==> config.mk <==
export PLATFORM = sky130hd
export DESIGN_NAME = vrra_ctrl
export DESIGN_NICKNAME = d
export VERILOG_FILES = /design/src/vrra_pkg.sv /design/src/vrra_ctrl.sv
export SDC_FILE = /design/constraint.sdc
export NUM_CORES = 1
export LEC_CHECK = 0
export BUFFER_PORTS_ARGS = -buffer_cell sky130_fd_sc_hd__buf_2
export CORE_MARGIN = 4
export CORE_UTILIZATION = 40
export CTS_BUF_LIST = sky130_fd_sc_hd__clkbuf_2
export CTS_CLUSTER_DIAMETER = 30
export DETAILED_ROUTE_END_ITERATION = 7
export PLACE_DENSITY = 0.81
export SLEW_MARGIN = 10
export SYNTH_ARGS = -nofsm -noshare
export SYNTH_HDL_FRONTEND = slang
export SYNTH_SLANG_ARGS = --single-unit
==> constraint.sdc <==
create_clock -name aclk -period 2.6 [get_ports aclk]
set_clock_uncertainty 0.1 [all_clocks]
set_input_delay 0.13 -clock aclk [delete_from_list [all_inputs] [get_ports aclk]]
set_output_delay 0.13 -clock aclk [all_outputs]
set_load 0.05 [all_outputs]
==> src/vrra_pkg.sv <==
`timescale 1ns / 1ps
// ----------------------------------------------------------------------------
// vrra_pkg: shared types for the variable record ring allocator
// Command and status codes, beat payloads, controller states and the
// command/status bundles between the controller and the datapath.
// ----------------------------------------------------------------------------
package vrra_pkg;

    // Fixed field widths
    localparam int POS_W  = 13;
    localparam int LEN_W  = 13;
    localparam int OFF_W  = 12;
    localparam int CNT_W  = 10;
    localparam int HDR_W  = 13;
    // Divider operand width: covers a length plus header plus alignment slack
    localparam int DIV_W  = 14;
    // Record header size in bytes
    localparam int HEADER = 8;

    typedef enum logic [1:0] {
        CMD_RESERVE = 2'd0,
        CMD_COMMIT  = 2'd1,
        CMD_PEEK    = 2'd2,
        CMD_RELEASE = 2'd3
    } cmd_t;

    typedef enum logic [2:0] {
        STS_OK      = 3'd0,
        STS_NO_ROOM = 3'd1,
        STS_BAD_LEN = 3'd2,
        STS_EMPTY   = 3'd3,
        STS_NOT_RSV = 3'd4
    } status_t;

    typedef struct packed {
        cmd_t               command;
        logic [LEN_W-1:0]   length;
    } in_beat_t;

    typedef struct packed {
        status_t            status;
        logic [OFF_W-1:0]   offset;
        logic [LEN_W-1:0]   rec_length;
    } out_beat_t;

    typedef enum logic [3:0] {
        ST_IDLE,
        ST_DISPATCH,
        ST_RSV_NEED,
        ST_RSV_CHK,
        ST_RSV_WR0,
        ST_CMT_RD,
        ST_CMT_FP,
        ST_CMT_NEED,
        ST_CMT_UPD,
        ST_RD_RP,
        ST_MARK,
        ST_RD_ZERO,
        ST_LAT_ZERO,
        ST_REC_NEED,
        ST_REC_UPD,
        ST_RESP
    } state_t;

    // Operand of the shared divide-by-ALIGN unit
    typedef enum logic [1:0] {
        DIV_T_LEN,
        DIV_T_HDR,
        DIV_WP,
        DIV_RP
    } div_src_t;

    // Outcome of the reserve room check
    typedef enum logic [1:0] {
        RO_BAD,
        RO_NO_ROOM,
        RO_HERE,
        RO_WRAP
    } rsv_out_t;

    typedef struct packed {
        logic       load;
        div_src_t   div_src;
        logic       need_ld;
        logic       rd_en;
        logic       rd_zero;
        logic       hdr_ld;
        logic       rsv_here;
        logic       rsv_wrap;
        logic       rsv_wr0;
        logic       fail;
        status_t    fail_code;
        logic       rsv_clr;
        logic       rp_zero;
        logic       wp_adv;
        logic       rec_rep;
        logic       rp_adv;
        logic       out_ld;
    } dp_cmd_t;

    typedef struct packed {
        cmd_t       cmd;
        logic       rsv;
        logic       empty;
        rsv_out_t   rsv_out;
        logic       marker;
        logic       out_free;
    } dp_stat_t;

endpackage

==> src/vrra_ctrl.sv <==
`timescale 1ns / 1ps
// ----------------------------------------------------------------------------
// vrra_ctrl: allocator sequencer
// Walks each command through divide, header read/write, update and response
// steps, driving the datapath through one command bundle.
// ----------------------------------------------------------------------------
module vrra_ctrl (
    input  logic                 aclk,
    input  logic                 aresetn,
    input  logic                 s_valid,
    output logic                 s_ready,
    input  vrra_pkg::dp_stat_t   stat,
    output vrra_pkg::dp_cmd_t    cmd
);

    vrra_pkg::state_t state_reg;
    vrra_pkg::state_t state_next;

    always_ff @(posedge aclk) begin
        if (!aresetn) begin
            state_reg <= vrra_pkg::ST_IDLE;
        end else begin
            state_reg <= state_next;
        end
    end

    always_comb begin
        state_next = state_reg;
        cmd        = '0;
        s_ready    = 1'b0;
        unique case (state_reg)
            vrra_pkg::ST_IDLE: begin
                s_ready = 1'b1;
                if (s_valid) begin
                    cmd.load   = 1'b1;
                    state_next = vrra_pkg::ST_DISPATCH;
                end
            end
            vrra_pkg::ST_DISPATCH: begin
                unique case (stat.cmd) inside
                    vrra_pkg::CMD_RESERVE: begin
                        cmd.div_src = vrra_pkg::DIV_T_LEN;
                        state_next  = vrra_pkg::ST_RSV_NEED;
                    end
                    vrra_pkg::CMD_COMMIT: begin
                        if (!stat.rsv) begin
                            cmd.fail      = 1'b1;
                            cmd.fail_code = vrra_pkg::STS_NOT_RSV;
                            state_next    = vrra_pkg::ST_RESP;
                        end else begin
                            cmd.div_src = vrra_pkg::DIV_WP;
                            state_next  = vrra_pkg::ST_CMT_RD;
                        end
                    end
                    vrra_pkg::CMD_PEEK, vrra_pkg::CMD_RELEASE: begin
                        if (stat.empty) begin
                            cmd.fail      = 1'b1;
                            cmd.fail_code = vrra_pkg::STS_EMPTY;
                            state_next    = vrra_pkg::ST_RESP;
                        end else begin
                            cmd.div_src = vrra_pkg::DIV_RP;
                            state_next  = vrra_pkg::ST_RD_RP;
                        end
                    end
                endcase
            end
            // reserve: footprint, then slot index of the write position
            vrra_pkg::ST_RSV_NEED: begin
                cmd.need_ld = 1'b1;
                cmd.div_src = vrra_pkg::DIV_WP;
                state_next  = vrra_pkg::ST_RSV_CHK;
            end
            vrra_pkg::ST_RSV_CHK: begin
                unique case (stat.rsv_out)
                    vrra_pkg::RO_BAD: begin
                        cmd.fail      = 1'b1;
                        cmd.fail_code = vrra_pkg::STS_BAD_LEN;
                        cmd.rsv_clr   = 1'b1;
                        state_next    = vrra_pkg::ST_RESP;
                    end
                    vrra_pkg::RO_NO_ROOM: begin
                        cmd.fail      = 1'b1;
                        cmd.fail_code = vrra_pkg::STS_NO_ROOM;
                        cmd.rsv_clr   = 1'b1;
                        state_next    = vrra_pkg::ST_RESP;
                    end
                    vrra_pkg::RO_HERE: begin
                        cmd.rsv_here = 1'b1;
                        state_next   = vrra_pkg::ST_RESP;
                    end
                    vrra_pkg::RO_WRAP: begin
                        cmd.rsv_wrap = 1'b1;
                        state_next   = vrra_pkg::ST_RSV_WR0;
                    end
                endcase
            end
            vrra_pkg::ST_RSV_WR0: begin
                cmd.rsv_wr0 = 1'b1;
                state_next  = vrra_pkg::ST_RESP;
            end
            // commit: read pending header, footprint, advance writer
            vrra_pkg::ST_CMT_RD: begin
                cmd.rd_en  = 1'b1;
                state_next = vrra_pkg::ST_CMT_FP;
            end
            vrra_pkg::ST_CMT_FP: begin
                cmd.hdr_ld  = 1'b1;
                cmd.div_src = vrra_pkg::DIV_T_HDR;
                state_next  = vrra_pkg::ST_CMT_NEED;
            end
            vrra_pkg::ST_CMT_NEED: begin
                cmd.need_ld = 1'b1;
                state_next  = vrra_pkg::ST_CMT_UPD;
            end
            vrra_pkg::ST_CMT_UPD: begin
                cmd.wp_adv = 1'b1;
                state_next = vrra_pkg::ST_RESP;
            end
            // peek / release: read header at reader, follow wrap marker
            vrra_pkg::ST_RD_RP: begin
                cmd.rd_en  = 1'b1;
                state_next = vrra_pkg::ST_MARK;
            end
            vrra_pkg::ST_MARK: begin
                if (stat.marker) begin
                    cmd.rp_zero = 1'b1;
                    state_next  = vrra_pkg::ST_RD_ZERO;
                end else begin
                    cmd.hdr_ld  = 1'b1;
                    cmd.div_src = vrra_pkg::DIV_T_HDR;
                    state_next  = vrra_pkg::ST_REC_NEED;
                end
            end
            vrra_pkg::ST_RD_ZERO: begin
                cmd.rd_en   = 1'b1;
                cmd.rd_zero = 1'b1;
                state_next  = vrra_pkg::ST_LAT_ZERO;
            end
            vrra_pkg::ST_LAT_ZERO: begin
                cmd.hdr_ld  = 1'b1;
                cmd.div_src = vrra_pkg::DIV_T_HDR;
                state_next  = vrra_pkg::ST_REC_NEED;
            end
            vrra_pkg::ST_REC_NEED: begin
                cmd.need_ld = 1'b1;
                state_next  = vrra_pkg::ST_REC_UPD;
            end
            vrra_pkg::ST_REC_UPD: begin
                cmd.rec_rep = 1'b1;
                cmd.rp_adv  = (stat.cmd == vrra_pkg::CMD_RELEASE);
                state_next  = vrra_pkg::ST_RESP;
            end
            // hand the result to the output register once it is free
            vrra_pkg::ST_RESP: begin
                if (stat.out_free) begin
                    cmd.out_ld = 1'b1;
                    state_next = vrra_pkg::ST_IDLE;
                end
            end
        endcase
    end

endmodule

==> results of run 1 <==
## final cells by class
cell class | instances | share of cell area
sequential | 4 | 0.103
multi-input combinational | 80 | 0.629
timing repair buffer | 31 | 0.200
clock buffer | 3 | 0.0194
tap | 15 | 0.0242
inverter | 5 | 0.0242
## through the flow
step | hold slack [ns] | cells | utilization
after floorplan | 0.161 | 96 | -
after global placement | 0.299 | 135 | 0.550
after detailed placement | 0.305 | 135 | 0.550
after CTS | 0.0848 | 138 | 0.561
after global routing | 0.0963 | 138 | 0.561
final | 0.0848 | 138 | 0.561
## logic make-up after synthesis
family / share of synthesized area
DFF: 0.129
muxes: 0.0361
buffers and inverters: 0.0984
xor gates and xnor gates: 0.0281
and+or+nand+nor: 0.408
AOI/OAI and AO/OA: 0.301
## worst max-delay path, stage by stage, from the launching register on
cell      delay [ns]
dfxtp_1         0.66
nor2b_1         0.31
nand2b_1        0.10
a311oi_2        0.30
a21o_1          0.11
buf_2           0.25
## power by group
part | total (µW) | internal (µW) | switching, µW
registers | 223 | 90.7 | 132
clock network | 55.7 | 31.0 | 24.6
logic | 809 | 260 | 549
## cells in the final DEF (no fill, tap or decap), drive strengths merged, types with 3 or more instances in the layout
master  count
nor2b       5
a21oi       3
and3        3
nor3        6
nand2b      5
nor2       11
dfxtp       4
buf        31
nand2      10
clkbuf      3
inv         5
a31oi       4
o22ai       3
o21ai       4
## cells in the mapped netlist, types with 3 or more instances
cell	count	area (µm²)
a31oi_1	4	25.0
a21oi_1	3	15.0
nor2b_1	5	31.3
nand2b_1	4	25.0
nand2_1	10	37.5
o21ai_0	4	20.0
o22ai_1	3	18.8
dfxtp_1	4	80.1
inv_1	5	18.8
nor2_1	11	41.3
buf_4	3	22.5
and3_1	3	18.8
nor3_1	6	30.0
buf_2	4	20.0
## path summary, 6_finish.rpt
check / start / end / slack (ns) / cells past startpoint
worst max register to register: state_reg[2]$_SDFFE_PN0P_ / state_reg[0]$_SDFFE_PN0P_ / 0.79 / 4
worst min-delay path: aresetn / state_reg[1]$_SDFFE_PN0P_ / 0.08 / 3
worst max-delay path: state_reg[1]$_SDFFE_PN0P_ / cmd[17] / 0.43 / 5
worst min register to register: state_reg[3]$_SDFFE_PN0P_ / state_reg[2]$_SDFFE_PN0P_ / 0.80 / 1
## metal layers
metal | wire length (µm) | global-route usage | vias to the layer above
li1 | - | - | 402
met1 | 862 | 0.255 | 380
met2 | 844 | 0.291 | 40
met3 | 130 | 0.0263 | 0
met4 | 0 | 0.0166 | 0
met5 | 0 | 0 | -
==> metrics.md, run 1 <==
| Metric | Value |
|---|---|
| Number of antenna cells inserted | 0 |
| WP data arrival | 1.94 ns |
| Place WS | 0.676 ns |
| Final Hold Fails | 0 |
| Clk sinks | 4 |
| Register area share after synthesis | 0.129 |
| Detailed placement HPWL | 1440 µm |
| Die Y | 47.5 µm |
| Achievable Freq | 461 MHz |
| Worst Hold Class | in2reg |
| DRT antenna net count | 0 |
| CP startpoint kind | flip-flop |
| Fill count | 142 |
| Fin area | 776 µm² |
| Setup slack after layout | 0.431 ns |
| Synthesized flop and latch total | 4 |
| Die W | 47.5 µm |
| Worst Path Required | 2.37 ns |
| Initial Utilization | 0.451 |
| Global route overflow | 0 |
| Core Region | 1380 µm² |
| Slew Limit Fails | 0 |
| Total length of routed wires | 1840 µm |
| Hold buffers post-CTS | 0 |
| Setup bufs post-CTS | 0 |
| Final setup viols | 0 |
| Number of flops mapped to enable cells by yosys | 0 |
| Register area | 80.1 µm² |
| Worst setup EP type | output port |
| Synth Flop Type | dfxtp_1 |
| CTS Buf Count | 3 |
| Longest Clk Path Bufs | 2 |
| Pleak | 0.000393 µW |
| WL/cell | 13.3 µm |
| Root Buffer | clkbuf_2 |
| Status | finished, final reports clean |
| Largest register FFs | 4 |
| Net count after synthesis | 107 |
| Clock Latency Late Sink | 0.21 ns |
| Max-capacitance violation count | 0 |
| Tot Pwr | 1090 µW |
| H-tree depth | 1 |
| Share of cells above drive strength 1 | 0.325 |
| Unrepaired setup endpoints after global routing | false |
| RePlAce Congestion | 0.834 |
| Vias in the first global route | 686 |
| Setup CP Type | reg2out |
| Crit-path max FO | 18 |
| Final Cycle Share | 0.834 |
| Yosys warnings | 0 |
| Top Ports | 32 |
| Worst-Margin Slew | 0.662 ns |
| Setup TNS | 0 ns |
| Area added between synthesis and finish | 24.5% |
| Post-Syn Area | 623 µm² |
| Power per cell area | 1400 nW/µm² |
| Die ar. | 2250 µm² |
| Slew HR | 0.558 |
| Maximum VDD drop | 0.602 mV |
| Post-CTS sizing | 0 |
| Cells after Synth | 96 |
| Tmin final | 2.17 ns |
| NumNets Final | 136 |
| Mean Syn Cell Area | 6.49 µm² |
| Clock transition at the registers of the reported paths | 0.05 ns |
| Vias | 822 |
| Asr flop ratio synth | 0 |
| Vias/cell | 5.96 |
| Rows | 13 |
| GRT Total Usage | 0.178 |
| First-pass GRT wire length | 2950 µm |
| Drt pass-1 iters | 4 |
| CTS tree | built |
| Netlist cell types | 35 |
| DP Area | 761 µm² |
| # DRC | 0 |
| Multi-input logic area | 488 µm² |
| Initial antenna violation count | 0 |
| Initial DRC Count | 24 |
| IO buf count | 31 |
| Largest net degree at the start of global routing | 22 |
Note: power is estimated with default switching activity, not from simulation.
==> inputs of run 2 (changes only) <==
- clock period: 2.6 -> 2 ns (I/O delays scaled with it)
==> metrics.md, run 2 (synthesized netlist as in run 1, its figures left out) <==
| Metric | Value |
|---|---|
| Total length of routed wires | 1990 µm (+8.5%) |
| DRT antenna net count | 0 (unchanged) |
| Setup CP Type | reg2out |
| Final Cycle Share | 0.924 |
| Max-capacitance violation count | 0 (unchanged) |
| Initial antenna violation count | 0 (unchanged) |
| Placed Cells | 139 (+3.0%) |
| Achievable Freq | 541 MHz |
| Clk sinks | 4 (unchanged) |
| Die W | 47.5 µm (unchanged) |
| DP Area | 813 µm² (+6.9%) |
| Pleak | 0.000417 µW (+6.4%) |
| Worst Hold Class | in2reg |
| Clock transition at the registers of the reported paths | 0.04 ns (about the same) |
| Longest Clk Path Bufs | 2 (unchanged) |
| Crit-path max FO | 10 (-8) |
| Share of cells above drive strength 1 | 0.417 (+0.0921) |
| Number of antenna cells inserted | 0 (unchanged) |
| CTS Buf Count | 3 (unchanged) |
| Largest net degree at the start of global routing | 14 (-36%) |
| Vias/cell | 5.76 (-3.3%) |
| GRT Total Usage | 0.199 (+0.0212) |
| Top Ports | 32 (unchanged) |
| Vias | 818 (-0.49%) |
| Hold buffers post-CTS | 0 (unchanged) |
| Fin cells | 142 (+2.9%) |
| IO buf count | 31 (unchanged) |
| Initial Utilization | 0.451 (unchanged) |
| Slew Limit Fails | 0 (unchanged) |
| Worst Path Required | 1.80 ns (-0.57 ns) |
| Maximum VDD drop | 0.945 mV (+57%) |
| Final Hold Fails | 0 (unchanged) |
| NumNets Final | 140 (+2.9%) |
| Setup TNS | 0 ns (unchanged) |
| First-pass GRT wire length | 3290 µm (+11%) |
| WP data arrival | 1.65 ns (-0.29 ns) |
| Tmin final | 1.85 ns |
| Most frequent cells in the layout | buf_2, nand2_1, nor2_1 |
| WL/cell | 14.0 µm (+5.4%) |
| Vias in the first global route | 730 (+6.4%) |
| Post-CTS sizing | 0 (unchanged) |
| Rows | 13 (unchanged) |
| Worst setup EP type | output port |
| Most common cell after layout, fill and taps aside | buf_2 |
| Power per cell area | 1790 nW/µm² (+28%) |
| RePlAce Congestion | 0.924 (+11%) |
| Final setup viols | 0 (unchanged) |
| Area added between synthesis and finish | 34.5% |
| H-tree depth | 1 (unchanged) |
| Unrepaired setup endpoints after global routing | false |
| Status | finished, final reports clean |
| Worst-Margin Slew | 0.491 ns (-0.171 ns) |
| Die Y | 47.5 µm (unchanged) |
| Core Region | 1380 µm² (unchanged) |
| CTS tree | built |
| # DRC | 0 (unchanged) |
| Clock Latency Late Sink | 0.20 ns (about the same) |
| Drt pass-1 iters | 4 (unchanged) |
| Reg2Reg Setup Slack | 0.38 ns (-0.41 ns) |
| Initial DRC Count | 28 (+17%) |
| Root Buffer | clkbuf_2 |
| Global route overflow | 0 (unchanged) |
| Largest register FFs | 4 (unchanged) |
| Setup bufs post-CTS | 0 (unchanged) |
| Slew HR | 0.672 (+0.114) |
| Die ar. | 2250 µm² (unchanged) |
| Detailed placement HPWL | 1590 µm (+11%) |
| Fin area | 838 µm² (+8.1%) |
| CP startpoint kind | flip-flop |
-- run 2: final timing paths --
path | from | endpoint | cells past startpoint
max | state_reg[0]$_SDFFE_PN0P_ | cmd[6] | 5
min | aresetn | state_reg[1]$_SDFFE_PN0P_ | 3
max reg2reg | state_reg[2]$_SDFFE_PN0P_ | state_reg[1]$_SDFFE_PN0P_ | 5
min reg2reg | state_reg[1]$_SDFFE_PN0P_ | state_reg[3]$_SDFFE_PN0P_ | 3
-- run 2: power breakdown --
group	leakage [µW]	internal, µW	total, µW	switching [µW]
registers	0.0000339	123	234	112
clock network	0.0000125	40.3	70.8	30.6
logic	0.000371	391	1190	802
total	0.000417	554	1500	945
-- run 2: worst max-delay path: stages, from the launching register on --
cell       delay [ns]
dfxtp_1          0.49
nor2b_1          0.24
nand2_1          0.16
nor2_2           0.16
o2bb2ai_1        0.12
buf_2            0.27
-- run 2: cell type report --
class	count	area, µm²
fill	135	544
inverter	5	18.8
clock buffer	3	15.0
sequential	4	82.6
timing repair buffer	35	188
tap	15	18.8
multi-input combinational	80	515
-- run 2: per-stage QoR --
step                       util  hold WS (ns)  power (µW)  setup slack [ns]
after global routing      0.606        0.0403        1610            0.0307
final                     0.606        0.0600        1500             0.152
after floorplan               -         0.131        1180            -0.176
after CTS                 0.599        0.0493        1480            0.0194
after global placement    0.588         0.268        1380             0.330
after detailed placement  0.588         0.274        1410             0.248
-- run 2: layer usage --
metal / track usage / up-vias / wire length (µm)
met5: 0 / - / 0
met4: 0.0166 / 0 / 0
met3: 0.0338 / 0 / 127
met2: 0.348 / 28 / 988
met1: 0.265 / 378 / 878
li1: - / 412 / -
==> inputs of run 3 (changes only) <==
- PLACE_DENSITY: 0.81 -> 0.72
==> metrics.md, run 3 (synthesized netlist as in run 1, its figures left out) <==
| Metric | Value |
|---|---|
| Hold Path End | state_reg[1]$_SDFFE_PN0P_ |
| Vias/cell | 5.88 (+2.1%) |
| Maximum VDD drop | 0.953 mV (+0.86%) |
| Initial DRC Count | 42 (+50%) |
| Hold buffers post-CTS | 0 (unchanged) |
| Global route overflow | 0 (unchanged) |
| Worst Hold Class | in2reg |
| Min-delay src | aresetn |
| Multi-input logic area | 518 µm² (+0.49%) |
| Reg2Reg Depth | 5 (unchanged) |
| GRT Total Usage | 0.187 (-0.0123) |
| Fin area | 837 µm² (-0.15%) |
| Critical R2R Launch | state_reg[1]$_SDFFE_PN0P_ |
| Die Y | 47.5 µm (unchanged) |
| Reg2Reg Setup Slack | 0.35 ns (-0.03 ns) |
| Worst Path Required | 1.80 ns (about the same) |
| Clk sinks | 4 (unchanged) |
| Vias | 835 (+2.1%) |
| Register area | 81.3 µm² (-1.5%) |
| Clock Latency Late Sink | 0.19 ns (about the same) |
| Drt pass-1 iters | 4 (unchanged) |
| Most common cell after layout, fill and taps aside | buf_2 |
| H-tree depth | 1 (unchanged) |
| IO buf count | 31 (unchanged) |
| Pleak | 0.000420 µW (+0.55%) |
| # DRC | 0 (unchanged) |
| First-pass GRT wire length | 3050 µm (-7.4%) |
| Final setup viols | 0 (unchanged) |
| Top Ports | 32 (unchanged) |
| Worst setup EP type | output port |
| Setup TNS | 0 ns (unchanged) |
| Die ar. | 2250 µm² (unchanged) |
| FF-to-FF End | state_reg[0]$_SDFFE_PN0P_ |
| Number of antenna cells inserted | 0 (unchanged) |
| Area added between synthesis and finish | 34.3% |
| Total length of routed wires | 1900 µm (-4.6%) |
| Worst-path cell chain | nor2b_4 -> nand2b_1 -> a311oi_2 -> a21o_1 -> buf_2 |
| Power per cell area | 1780 nW/µm² (-0.17%) |
| Max-capacitance violation count | 0 (unchanged) |
| Crit-path max FO | 8 (-2) |
| Die W | 47.5 µm (unchanged) |
| Final Hold Fails | 0 (unchanged) |
| DP Area | 813 µm² (unchanged) |
| Most frequent cells in the layout | buf_2, nand2_1, nor2_1 |
| Clock transition at the registers of the reported paths | 0.04 ns (about the same) |
| Share of cells above drive strength 1 | 0.402 (-0.0157) |
| Root Buffer | clkbuf_2 |
| RePlAce Congestion | 0.966 (+4.5%) |
| Initial antenna violation count | 0 (unchanged) |
| Slowest stage delay, CP | 0.46 ns (-0.03 ns) |
| CTS tree | built |
| DRT antenna net count | 0 (unchanged) |
| Worst-Margin Slew | 0.470 ns (-0.0209 ns) |
| Tmin final | 1.84 ns (-0.00834 ns) |
| Initial Utilization | 0.451 (unchanged) |
| Fill count | 134 (-0.74%) |
| CP max stage cell | dfxtp_1 |
| Setup CP Type | reg2out |
| WP data arrival | 1.64 ns (about the same) |
| CP startpoint kind | flip-flop |
| Hold depth | 3 (unchanged) |
| Final Cycle Share | 0.920 (-0.00417) |
| Status | finished, final reports clean |
| Detailed placement HPWL | 1520 µm (-4.6%) |
| Setup bufs post-CTS | 0 (unchanged) |
| Largest net degree at the start of global routing | 14 (unchanged) |
| Unrepaired setup endpoints after global routing | false |
| CTS Buf Count | 3 (unchanged) |
| Rows | 13 (unchanged) |
| WL/cell | 13.4 µm (-4.6%) |
| Core Region | 1380 µm² (unchanged) |
| NumNets Final | 140 (unchanged) |
| Slew HR | 0.686 (+0.0140) |
| Largest register FFs | 4 (unchanged) |
| Vias in the first global route | 718 (-1.6%) |
| Achievable Freq | 544 MHz (+0.45%) |
| Slew Limit Fails | 0 (unchanged) |
| Longest Clk Path Bufs | 2 (unchanged) |
run 3: metrics by stage:
| stage | util | std cells | hold slack [ns] | total power (µW) | setup slack [ns] |
|---|---|---|---|---|---|
| after floorplan | - | 96 | 0.131 | 1180 | -0.176 |
| after global placement | 0.588 | 139 | 0.271 | 1400 | 0.278 |
| after detailed placement | 0.588 | 139 | 0.267 | 1400 | 0.269 |
| after CTS | 0.599 | 142 | 0.0641 | 1470 | 0.0646 |
| after global routing | 0.605 | 142 | 0.0651 | 1610 | 0.0192 |
| final | 0.605 | 142 | 0.0724 | 1490 | 0.161 |
run 3: layer usage:
metal | vias to the layer above | routed length (µm) | global-route usage
li1 | 408 | - | -
met1 | 387 | 820 | 0.274
met2 | 40 | 907 | 0.289
met3 | 0 | 173 | 0.0226
met4 | 0 | 0 | 0.0442
met5 | - | 0 | 0
run 3: how the worst max path moves through the flow:
stage                              start                   endpoint  slack, ns  depth (start not counted)
3_5_place_dp   state_reg[2]$_SDFFE_PN0P_  state_reg[0]$_SDFFE_PN0P_       0.27                          5
5_1_grt        state_reg[1]$_SDFFE_PN0P_                    cmd[17]       0.02                          5
2_1_floorplan  state_reg[1]$_SDFFE_PN0P_                    cmd[17]      -0.18                          5
6_report       state_reg[1]$_SDFFE_PN0P_                    cmd[17]       0.16                          5
4_1_cts        state_reg[1]$_SDFFE_PN0P_                    cmd[17]       0.06                          5
3_3_place_gp   state_reg[2]$_SDFFE_PN0P_  state_reg[0]$_SDFFE_PN0P_       0.28                          5
run 3: power breakdown:
group / total, µW / switching [µW] / internal (µW)
sequential: 213 / 92.0 / 121
combinational: 1210 / 820 / 395
clock: 66.5 / 26.2 / 40.3
run 3: cell type report:
type,instances,share of cell area
clock buffer,3,0.0179
inverter,5,0.0224
multi-input combinational,80,0.619
sequential,4,0.0972
tap,15,0.0224
timing repair buffer,35,0.221
run 3: what timing repair did:
item / CTS / global route
gates resized for setup: 0 / 3
hold endpoints to repair: 0 / 0
setup endpoints to repair: 0 / 6
run 3: critical path: cells and delay by family, from the launching register on:
family | cells | cell delay [ns]
flip-flops | 1 | 0.46
AO/OA/AOI/OAI | 2 | 0.42
AND/OR/NAND/NOR | 2 | 0.32
buffers and inverters | 1 | 0.25
